==> config.mk <==
export PLATFORM = sky130hd
export DESIGN_NAME = min_max_column_decimator
export DESIGN_NICKNAME = d
export VERILOG_FILES = /design/src/hw/rtl/mmcd_pkg.sv /design/src/hw/rtl/mmcd_front.sv /design/src/hw/rtl/mmcd_queue.sv /design/src/hw/rtl/mmcd_back.sv /design/src/hw/rtl/min_max_column_decimator.sv
export SDC_FILE = /design/constraint.sdc
export NUM_CORES = 2
export LEC_CHECK = 0
export ABC_CLOCK_PERIOD_IN_PS = 31900
export BUFFER_PORTS_ARGS = -buffer_cell sky130_fd_sc_hd__clkbuf_2
export CAP_MARGIN = 25
export CORE_AREA = 2 2 585 587
export DETAILED_ROUTE_END_ITERATION = 6
export DIE_AREA = 0 0 587 589
export SLEW_MARGIN = 30
export SYNTH_ARGS = -nofsm -noshare
export SYNTH_HDL_FRONTEND = slang
export SYNTH_SLANG_ARGS = --single-unit
==> constraint.sdc <==
create_clock -name i_clk -period 31.9 [get_ports i_clk]
set_clock_uncertainty 0.1 [all_clocks]
set_input_delay 1.595 -clock i_clk [delete_from_list [all_inputs] [get_ports i_clk]]
set_output_delay 1.595 -clock i_clk [all_outputs]
set_load 0.01 [all_outputs]
==> src/hw/rtl/mmcd_pkg.sv <==
// Shared types and constants for the min/max column decimator.
// Holds request/point payload structs and the flush job carried by the queue.
// No dependencies.
package mmcd_pkg;

    localparam int INDEX_W     = 32;
    localparam int VALUE_W     = 32;
    localparam int X_W         = 16;
    localparam int TIME_W      = 48;
    localparam int KEPT_SLOTS  = 4;
    localparam int QUEUE_DEPTH = 4;
    localparam int QPTR_W      = $clog2(QUEUE_DEPTH);

    // Kept slot positions inside a bucket
    localparam int SLOT_FIRST = 0;
    localparam int SLOT_MIN   = 1;
    localparam int SLOT_MAX   = 2;
    localparam int SLOT_LAST  = 3;

    typedef struct packed {
        logic [INDEX_W-1:0]        sample_index;
        logic [TIME_W-1:0]         timestamp;
        logic signed [VALUE_W-1:0] sample_value;
        logic signed [X_W-1:0]     x_pos;
        logic                      ends_stream;
    } t_in_item;

    typedef struct packed {
        logic [INDEX_W-1:0]        point_index;
        logic signed [X_W-1:0]     point_x;
        logic signed [VALUE_W-1:0] point_value;
        logic                      polyline_end;
        logic                      last;
    } t_out_item;

    typedef struct packed {
        logic [INDEX_W-1:0]        idx;
        logic signed [X_W-1:0]     x;
        logic signed [VALUE_W-1:0] val;
    } t_point;

    // One request's flushes: the old bucket and the end-of-stream bucket
    typedef struct packed {
        logic                         has_old;
        logic                         old_pend;
        t_point [KEPT_SLOTS-1:0]      old_pts;
        logic                         has_end;
        t_point [KEPT_SLOTS-1:0]      end_pts;
    } t_flush_job;

    typedef struct packed {
        logic full;
        logic empty;
    } t_q_status;

endpackage

==> src/hw/rtl/mmcd_front.sv <==
// Front end: accepts requests, tracks the column bucket and the time gap,
// and pushes flush jobs into the queue. Depends on mmcd_pkg.
module mmcd_front
    import mmcd_pkg::*;
#(
    parameter int X_FRAC_BITS  = 4,
    parameter int COLUMN_WIDTH = 12
) (
    input  logic              i_clk,
    input  logic              i_rst_n,
    input  logic              i_cfg_wr_en,
    input  logic [TIME_W-1:0] i_cfg_wr_data,
    input  logic              i_in_valid,
    output logic              o_in_stall,
    input  t_in_item          i_in_data,
    input  t_q_status         i_q_status,
    output logic              o_q_push,
    output t_flush_job        o_q_job
);

    logic [TIME_W-1:0]                r_gap_thr;
    logic                             r_bucket_valid;
    logic [COLUMN_WIDTH-1:0]          r_bucket_col;
    t_point [KEPT_SLOTS-1:0]          r_pts;
    logic                             r_prev_time_valid;
    logic [TIME_W-1:0]                r_prev_time;

    logic                             w_accept;
    t_point                           w_pt;
    logic signed [X_W-1:0]            w_shift;
    logic [COLUMN_WIDTH-1:0]          w_col;
    logic                             w_gap;
    logic                             w_col_change;
    logic                             w_new_bucket;
    t_point [KEPT_SLOTS-1:0]          n_pts;

    assign o_in_stall = i_q_status.full;
    assign w_accept   = i_in_valid && !i_q_status.full;

    assign w_pt.idx = i_in_data.sample_index;
    assign w_pt.x   = i_in_data.x_pos;
    assign w_pt.val = i_in_data.sample_value;

    // Pixel column: floor of x, the arithmetic shift rounds toward minus infinity
    assign w_shift = i_in_data.x_pos >>> X_FRAC_BITS;
    assign w_col   = w_shift[COLUMN_WIDTH-1:0];

    // Gap break, only for a forward step above a nonzero threshold
    assign w_gap = r_prev_time_valid && (r_gap_thr != '0) &&
                   (i_in_data.timestamp > r_prev_time) &&
                   ((i_in_data.timestamp - r_prev_time) > r_gap_thr);

    assign w_col_change = (w_col != r_bucket_col);
    assign w_new_bucket = !r_bucket_valid || w_gap || w_col_change;

    // Bucket update; strict compares keep the earliest extreme
    always_comb begin
        if (w_new_bucket) begin
            n_pts = {KEPT_SLOTS{w_pt}};
        end else begin
            n_pts = r_pts;
            if ($signed(w_pt.val) < $signed(r_pts[SLOT_MIN].val)) begin
                n_pts[SLOT_MIN] = w_pt;
            end
            if ($signed(w_pt.val) > $signed(r_pts[SLOT_MAX].val)) begin
                n_pts[SLOT_MAX] = w_pt;
            end
            n_pts[SLOT_LAST] = w_pt;
        end
    end

    // Flush job for the queue
    always_comb begin
        o_q_job.has_old  = r_bucket_valid && (w_gap || w_col_change);
        o_q_job.old_pend = w_gap;
        o_q_job.old_pts  = r_pts;
        o_q_job.has_end  = i_in_data.ends_stream;
        o_q_job.end_pts  = n_pts;
    end

    assign o_q_push = w_accept && (o_q_job.has_old || o_q_job.has_end);

    // Control state
    always_ff @(posedge i_clk) begin
        if (!i_rst_n) begin
            r_gap_thr         <= '0;
            r_bucket_valid    <= 1'b0;
            r_bucket_col      <= '0;
            r_prev_time_valid <= 1'b0;
            r_prev_time       <= '0;
        end else begin
            if (i_cfg_wr_en) begin
                r_gap_thr <= i_cfg_wr_data;
            end
            if (w_accept) begin
                r_bucket_valid    <= !i_in_data.ends_stream;
                r_bucket_col      <= w_col;
                r_prev_time_valid <= !i_in_data.ends_stream;
                r_prev_time       <= i_in_data.timestamp;
            end
        end
    end

    // Kept points, read only while the bucket is valid
    always_ff @(posedge i_clk) begin
        if (w_accept) begin
            r_pts <= n_pts;
        end
    end

endmodule

==> src/hw/rtl/mmcd_queue.sv <==
// Short job queue between the front end and the point emitter.
// Depends on mmcd_pkg.
module mmcd_queue
    import mmcd_pkg::*;
(
    input  logic       i_clk,
    input  logic       i_rst_n,
    input  logic       i_push,
    input  t_flush_job i_job,
    input  logic       i_pop,
    output t_flush_job o_head,
    output t_q_status  o_status
);

    t_flush_job         r_mem [QUEUE_DEPTH];
    logic [QPTR_W-1:0]  r_wr_ptr;
    logic [QPTR_W-1:0]  r_rd_ptr;
    logic [QPTR_W:0]    r_count;

    assign o_status.full  = (r_count == (QPTR_W+1)'(QUEUE_DEPTH));
    assign o_status.empty = (r_count == '0);
    assign o_head         = r_mem[r_rd_ptr];

    // Pointers and fill level
    always_ff @(posedge i_clk) begin
        if (!i_rst_n) begin
            r_wr_ptr <= '0;
            r_rd_ptr <= '0;
            r_count  <= '0;
        end else begin
            if (i_push) begin
                r_wr_ptr <= r_wr_ptr + 1'b1;
            end
            if (i_pop) begin
                r_rd_ptr <= r_rd_ptr + 1'b1;
            end
            if (i_push && !i_pop) begin
                r_count <= r_count + 1'b1;
            end else if (!i_push && i_pop) begin
                r_count <= r_count - 1'b1;
            end
        end
    end

    // Job storage
    always_ff @(posedge i_clk) begin
        if (i_push) begin
            r_mem[r_wr_ptr] <= i_job;
        end
    end

endmodule

==> src/hw/rtl/mmcd_back.sv <==
// Back end: takes queued flush jobs, orders kept points by index, drops
// repeats and emits one point per cycle unless stalled. Depends on mmcd_pkg.
module mmcd_back
    import mmcd_pkg::*;
(
    input  logic       i_clk,
    input  logic       i_rst_n,
    input  t_q_status  i_status,
    input  t_flush_job i_head,
    output logic       o_pop,
    output logic       o_out_valid,
    input  logic       i_out_stall,
    output t_out_item  o_out_data
);

    localparam int ALL_SLOTS = 2 * KEPT_SLOTS;

    t_point [ALL_SLOTS-1:0]                         r_pts;
    logic                                           r_old_pend;
    logic [ALL_SLOTS-1:0]                           r_mask;
    logic [1:0][KEPT_SLOTS-1:0][KEPT_SLOTS-1:0]     r_lt;
    logic                                           r_out_valid;
    t_out_item                                      r_out;

    t_point [ALL_SLOTS-1:0]                         w_hpts;
    logic [ALL_SLOTS-1:0]                           w_ld_mask;
    logic [1:0][KEPT_SLOTS-1:0][KEPT_SLOTS-1:0]     w_ld_lt;
    logic                                           w_grp;
    logic [KEPT_SLOTS-1:0]                          w_gmask;
    logic [KEPT_SLOTS-1:0]                          w_gsel;
    logic [ALL_SLOTS-1:0]                           w_sel;
    logic [ALL_SLOTS-1:0]                           w_rest;
    t_point                                         w_point;
    logic                                           w_pend;
    logic                                           w_out_free;
    logic                                           w_emit;
    logic [ALL_SLOTS-1:0]                           n_mask;

    // Head job: old bucket in the low slots, end-of-stream bucket above
    assign w_hpts = {i_head.end_pts, i_head.old_pts};

    // Pairwise index order and repeat removal for the job at the head
    always_comb begin
        for (int g = 0; g < 2; g++) begin
            for (int i = 0; i < KEPT_SLOTS; i++) begin
                w_ld_mask[g*KEPT_SLOTS+i] = (g == 0) ? i_head.has_old : i_head.has_end;
                for (int j = 0; j < KEPT_SLOTS; j++) begin
                    w_ld_lt[g][i][j] = w_hpts[g*KEPT_SLOTS+i].idx <
                                       w_hpts[g*KEPT_SLOTS+j].idx;
                    if (j < i && w_hpts[g*KEPT_SLOTS+i].idx ==
                                 w_hpts[g*KEPT_SLOTS+j].idx) begin
                        w_ld_mask[g*KEPT_SLOTS+i] = 1'b0;
                    end
                end
            end
        end
    end

    // Pick the smallest remaining index, old bucket first
    assign w_grp   = (r_mask[KEPT_SLOTS-1:0] == '0);
    assign w_gmask = w_grp ? r_mask[ALL_SLOTS-1:KEPT_SLOTS] : r_mask[KEPT_SLOTS-1:0];

    always_comb begin
        for (int i = 0; i < KEPT_SLOTS; i++) begin
            w_gsel[i] = w_gmask[i];
            for (int j = 0; j < KEPT_SLOTS; j++) begin
                if (j != i && w_gmask[j] && !r_lt[w_grp][i][j]) begin
                    w_gsel[i] = 1'b0;
                end
            end
        end
    end

    assign w_sel  = w_grp ? {w_gsel, {KEPT_SLOTS{1'b0}}} : {{KEPT_SLOTS{1'b0}}, w_gsel};
    assign w_rest = r_mask & ~w_sel;

    always_comb begin
        w_point = '0;
        for (int k = 0; k < ALL_SLOTS; k++) begin
            if (w_sel[k]) begin
                w_point = r_pts[k];
            end
        end
    end

    // The end bucket always closes the polyline; the old one only on a gap
    assign w_pend = w_grp ? (w_rest[ALL_SLOTS-1:KEPT_SLOTS] == '0)
                          : (r_old_pend && (w_rest[KEPT_SLOTS-1:0] == '0));

    // Handshake toward the output register and the queue
    assign w_out_free = !r_out_valid || !i_out_stall;
    assign w_emit     = (|r_mask) && w_out_free;
    assign o_pop      = !i_status.empty && (!(|r_mask) || (w_emit && (w_rest == '0)));

    always_comb begin
        if (o_pop) begin
            n_mask = w_ld_mask;
        end else if (w_emit) begin
            n_mask = w_rest;
        end else begin
            n_mask = r_mask;
        end
    end

    // Control state
    always_ff @(posedge i_clk) begin
        if (!i_rst_n) begin
            r_mask      <= '0;
            r_out_valid <= 1'b0;
        end else begin
            r_mask <= n_mask;
            if (w_emit) begin
                r_out_valid <= 1'b1;
            end else if (!i_out_stall) begin
                r_out_valid <= 1'b0;
            end
        end
    end

    // Job payload and output register
    always_ff @(posedge i_clk) begin
        if (o_pop) begin
            r_pts      <= w_hpts;
            r_old_pend <= i_head.old_pend;
            r_lt       <= w_ld_lt;
        end
        if (w_emit) begin
            r_out.point_index  <= w_point.idx;
            r_out.point_x      <= w_point.x;
            r_out.point_value  <= w_point.val;
            r_out.polyline_end <= w_pend;
            r_out.last         <= (w_rest == '0);
        end
    end

    assign o_out_valid = r_out_valid;
    assign o_out_data  = r_out;

`ifndef NO_ASSERTIONS
    // Exactly one kept point is chosen whenever a point goes out
    a_sel_onehot: assert property (@(posedge i_clk) disable iff (!i_rst_n)
        w_emit |-> $onehot(w_sel))
        else $error("emitter selected no point or several points");

    // Every job taken from the queue carries at least one point
    a_job_nonempty: assert property (@(posedge i_clk) disable iff (!i_rst_n)
        o_pop |=> (|r_mask))
        else $error("job loaded without any kept point");

    // A point that is not the last of its request leaves more points behind
    a_more_pending: assert property (@(posedge i_clk) disable iff (!i_rst_n)
        (r_out_valid && !r_out.last) |-> (|r_mask))
        else $error("request ended without a last point");
`endif

endmodule

==> src/hw/rtl/min_max_column_decimator.sv <==
// A flush job is registered in the queue, then in the emitter's job registers,
// and its points leave through the output register, one per cycle while the
// output is not stalled. Throughput: one request per cycle while the four-job
// queue has room; the emitter sends up to five points per request.
// Reset: synchronous, active low; clears the bucket, time history, queue and
// output valid, and sets the gap threshold to zero.
module min_max_column_decimator
    import mmcd_pkg::*;
#(
    parameter int X_FRAC_BITS  = 4,
    parameter int COLUMN_WIDTH = 12
) (
    input  logic              i_clk,
    input  logic              i_rst_n,
    input  logic              i_cfg_wr_en,
    input  logic [TIME_W-1:0] i_cfg_wr_data,
    input  logic              i_in_valid,
    output logic              o_in_stall,
    input  t_in_item          i_in_data,
    output logic              o_out_valid,
    input  logic              i_out_stall,
    output t_out_item         o_out_data
);

    logic       w_push;
    logic       w_pop;
    t_flush_job w_job;
    t_flush_job w_head;
    t_q_status  w_q_status;

    // Request side: bucket tracking and flush detection
    mmcd_front #(
        .X_FRAC_BITS  (X_FRAC_BITS),
        .COLUMN_WIDTH (COLUMN_WIDTH)
    ) u_front (
        .i_clk         (i_clk),
        .i_rst_n       (i_rst_n),
        .i_cfg_wr_en   (i_cfg_wr_en),
        .i_cfg_wr_data (i_cfg_wr_data),
        .i_in_valid    (i_in_valid),
        .o_in_stall    (o_in_stall),
        .i_in_data     (i_in_data),
        .i_q_status    (w_q_status),
        .o_q_push      (w_push),
        .o_q_job       (w_job)
    );

    // Flush jobs waiting for the emitter
    mmcd_queue u_queue (
        .i_clk    (i_clk),
        .i_rst_n  (i_rst_n),
        .i_push   (w_push),
        .i_job    (w_job),
        .i_pop    (w_pop),
        .o_head   (w_head),
        .o_status (w_q_status)
    );

    // Point side: ordering and emission
    mmcd_back u_back (
        .i_clk       (i_clk),
        .i_rst_n     (i_rst_n),
        .i_status    (w_q_status),
        .i_head      (w_head),
        .o_pop       (w_pop),
        .o_out_valid (o_out_valid),
        .i_out_stall (i_out_stall),
        .o_out_data  (o_out_data)
    );

endmodule
# == Word level (Yosys, flattened, before mapping) ==
# Memory sizes are Yosys's and may differ from the RTL's. A register that Yosys moved wholly into a read port is not among the register bits.
# Cells that the tools add are included.
# word_totals
ramBits,2572
input_bits,182
out_inout_bits,84
word_cells,227
mem_count,1
ff_bits,1198
# op_classes
n_bitwise,2
add_sub_neg,5
eq_ne,15
reduce_logical,60
n_lt_le_gt_ge,35
mux,50
# mem_list
memory,words,width,read_ports,rd_clocked_by_memory_dff,wr,line,source
u_queue.r_mem,4,643,1,1,1,mmcd_queue.sv:15,t_flush_job r_mem [QUEUE_DEPTH];
# op_table
cell,count
$lt 32x32->1,31
$mux 80,10
$eq 32x32->1,12
$mux 240,1
$gt 48x48->1,2
$reduce_bool 48->1,1
$sub 48x48->48,1
$gt 32x32->1,1
$mux 15,2
$mux 1,29
$logic_and 1x1->1,24
$mux 8,3
$logic_not 1->1,21
$logic_not 4->1,3
$ne 12x12->1,1
$and 8x8->8,1
$logic_not 8->1,1
$not 8->8,1
$reduce_or 8->1,1
$logic_or 1x1->1,6
$mux 3,2
$add 2x1->2 const B,2
$mux 2,2
$mux 4,1
other kinds (7),8

# == Logic depth before layout (Yosys ltp) ==
# depth
depth_word,18
ltp_mapped,27
depth_no_buf,26

# == By module ==
# Synthesis repeated with hierarchy kept, for this count alone.
# unflattened
hier_cells,8058
hier_area_um2,152990.5
# modules_own_cells
mod,seq_area_each_um2,cells_each,area_each_um2,n_inst
mmcd_queue,77414.2,3402,93028.0,1
mmcd_back,22611.7,2697,36411.2,1
mmcd_front,11791.3,1959,23551.3,1

# == Worst setup path after synthesis ==
# No wires, ideal clock.
# synth_timing
kind,in2reg
from,input i_in_data[72] (netlist name)
to,"memory u_queue.r_mem[0][0] (netlist name), enable pin"
required_ns,30.706
t_arrival_ns,20.366
stages,20
setup_ns,1.094
path_buffers,2
path_slack_ns,10.341
cell_sequence,ha_1 clkbuf_1 nand4_1 or2_1 o311a_1 a31oi_1 a21oi_1 o31ai_1 a21boi_0 xnor2_1 ha_1 nand4_1 or3_1 nor4_1 and3_1 a211oi_1 nor3_1 a31o_2 clkbuf_1 and2_1
# synth_rtl
item,line,source
from (decl),min_max_column_decimator.sv:19,"input t_in_item i_in_data,"
to (decl),mmcd_queue.sv:15,

==> results.md <==
- Status: finished, final reports clean
- Ys Warns: 0
- Pin count of the biggest net entering global routing: 139
- Sequential area share after synthesis: 73.4%
- Slew @ Worst Pin: 1.05 ns
- Vias: 78140
- GRT Total Usage: 21.5%
- Final setup TNS: 0 ns
- Share of layout cells above drive strength 1: 19.4%
- CTS tree: done
- Mapped Area: 152000 um2
- Worst skew pair latency: 0.96 ns
- Critical Path Sink Type: flip-flop
- Area of the core: 339000 um2
- Routing usage on met3: 2.91%
- CTS Buf Count: 397
- Starting Density: 44.9%
- Min Hold Slack: 0.363 ns
- Max Cap Viol: 0
- First-pass GRT wire length: 552000 um
- Worst path slowest cell: buf_4
- Cts repair resizes: 0
- Count of different cell masters after synthesis: 74
- Filler cells: 27270
- I/O Pins: 266
- Fin. Hold Viols: 0
- Fin crit share: 31.7%
- CTS sink count: 3766
- Top delay family on crit path: simple AND/OR/NAND/NOR gates
- Routed Antenna Nets: 0
- Fin. max-slew vios: 0
- Final setup vio count: 0
- Setup ws final: 21.79 ns
- DR pass1 iterations: 6
- Post-synth EDFFs: 3639
- Unrepaired setup endpoints after global routing: false
- Final Net Count: 9338
- Most common cell after layout, fill and taps aside: edfxtp_1
- Gr ovfl total: 0
- Pre-CTS setup slack: 20.56 ns
- Clk buf depth: 4
- PwrDens: 90.5 nW/um2
- Die Height: 589 um
- Clock period minus worst slack: 10.11 ns
- CP peak stage delay: 0.70 ns
- Multi-input logic area: 37700 um2
- Pleak: 58.3 nW
- GR Layer Usage met1: 30.1%
- Initial antenna violation count: 39
- Clk root buf: clkbuf_16
- Area delta synth->final: 13.3%
- Residual DRC: 0
- Critical path buffers and inverters: 7
- Post-synth top area share: 71.8%
- Sw frac: 31.1%
- DR WL/cell: 28.1 um
- Synth area leaders: edfxtp_1, mux4_2, ha_1, dfxtp_1, mux2_1
- Sequential cell area: 112000 um2
- Clock-pin slew on the worst setup and hold paths: 0.05 ns
- # rows: 214
- Slew headroom: 30.2%
- Worst vdd ir: 0.123 mV
- Gp weighted congestion: 0.901
- Die width: 587 um
- CP max FO: 120
- Internal power: 0.0108 W
- Power share of the clock group: 29.5%
- DRT iter0 DRCs: 7589
- Flops & latches, synth: 3766
- Fmax: 98.9 MHz
- Critical path required time: 32.36 ns
- Post-synth ARST share: 0%
- DP HPWL: 221000 um
- Hold Path Class: reg -> reg
- Layer with the highest usage: met2
- Critical Path AT: 10.57 ns
- Met2 Use GR: 35.7%
- Port buffer count: 265
- P_sw: 0.00486 W
- Sequential power share: 44.4%
- Net Count, Synth: 8872
- Die area: 346000 um2
- Level count of the clock H-tree: 5
- DRT Wirelength: 379000 um
- Startpoint Class: input pin
- Combinational Power Share: 26.0%
- Syn_area_per_cell: 18.7 um2
- Drt via density: 5.79
- Mapped Cells: 8140
- Synth Flop Type: edfxtp_1
- Number of global-route vias before repair: 79645
- Most frequent cells in the layout: edfxtp_1, mux4_2, ha_1, inv_1, clkbuf_16
- Synth area leader: edfxtp_1
- Finished Core Util: 50.9%
- Hold_buf cts: 0
- Setup bufs post-CTS: 0
- Critical path class: in -> reg
## registers in the layout (all words and copies together) (netlist names), 3 cells and up, named ones only
register              count
u_back.r_pts            640
u_back.r_mask             8
u_queue.r_mem          2572
u_front.r_bucket_col     12
u_queue.r_count           3
u_front.o_q_job         320
u_front.r_gap_thr        48
u_back.r_lt              24
u_back.o_out_data        82
u_front.r_prev_time      48
## cell families (layout without fill, tap and decap cells)
kind of cell               Yosys count  count (layout)  synth area share, %
AOI/OAI and AO/OA                 1091            1091                 5.05
xor gates and xnor gates            58              58                0.334
adders and majority gates          550             550                 4.53
buffers and inverters              757            1557                 1.91
DFF                               3766            3766                 73.4
muxes                              938             938                 11.6
other                                0              10                    0
and+or+nand+nor                    980             980                 3.10
## final timing paths
check / slack (ns) / end / depth (start not counted) / from
max reg2reg: 22.24 / u_queue.r_mem[1][341] / 23 / u_front.r_prev_time[3]
min reg2reg: 0.36 / u_front.r_prev_time[35] / 2 / u_front.r_prev_time[35]
min: 0.36 / u_front.r_prev_time[35] / 2 / u_front.r_prev_time[35]
max: 21.79 / u_queue.r_mem[1][341] / 26 / i_in_data[49]
## layer usage
layer / part of all wire, % / routed length [um]
met4: 2.6 / 9790
met3: 5.8 / 22100
met5: 0.029 / 109
met2: 49 / 186000
met1: 43 / 161000
## cell type report
cell class | instances | area share, %
Clock inverter | 247 | 1.46
Clock buffer | 486 | 6.10
Tap cell | 4536 | 3.29
Multi-Input combinational cell | 3617 | 21.8
Inverter | 427 | 0.940
Sequential cell | 3766 | 64.8
Timing Repair Buffer | 397 | 1.56
Antenna cell | 10 | 0.0145
## synthesized netlist by cell type, drive strengths merged, types with 6 or more instances
cell type	count
a211o	8
a211oi	21
a21boi	66
a21o	173
a21oi	165
a221o	88
a221oi	93
a31oi	94
and2	21
and3	20
and4	7
buf	129
clkbuf	201
dfxtp	127
edfxtp	3639
ha	548
inv	427
mux2	242
mux2i	53
mux4	643
nand2	378
nand2b	14
nand3	43
nand4	126
nor2	178
nor2b	82
nor3	40
nor4	32
o2111ai	6
o211ai	98
o21a	51
o21ai	161
o21bai	9
o221ai	8
o31ai	11
or2	9
or3	9
xnor2	32
xor2	26
## worst min-delay path: stages, from the launching register on
cell	delay (ns)
dfxtp_1	0.30
nand2_1	0.04
a21boi_0	0.06
## power groups by stage
stage	Sequential, W	Combinational [W]	Clock, W
after floorplan	0.00734	0.00249	0
after global placement	0.00702	0.00406	0
after detailed placement	0.00704	0.00410	0
after CTS	0.00695	0.00412	0.00470
after global routing	0.00702	0.00442	0.00489
final	0.00695	0.00407	0.00461
## per-stage QoR
step,power (W),instances,instance area [um2]
6_report,0.0156,13486,173000
5_1_grt,0.0163,13484,173000
4_1_cts,0.0158,13472,172000
3_5_place_dp,0.0111,12739,159000
3_3_place_gp,0.0111,12736,159000
2_1_floorplan,0.00982,8140,152000
No activity file was read; power rests on OpenSTA's default activity.
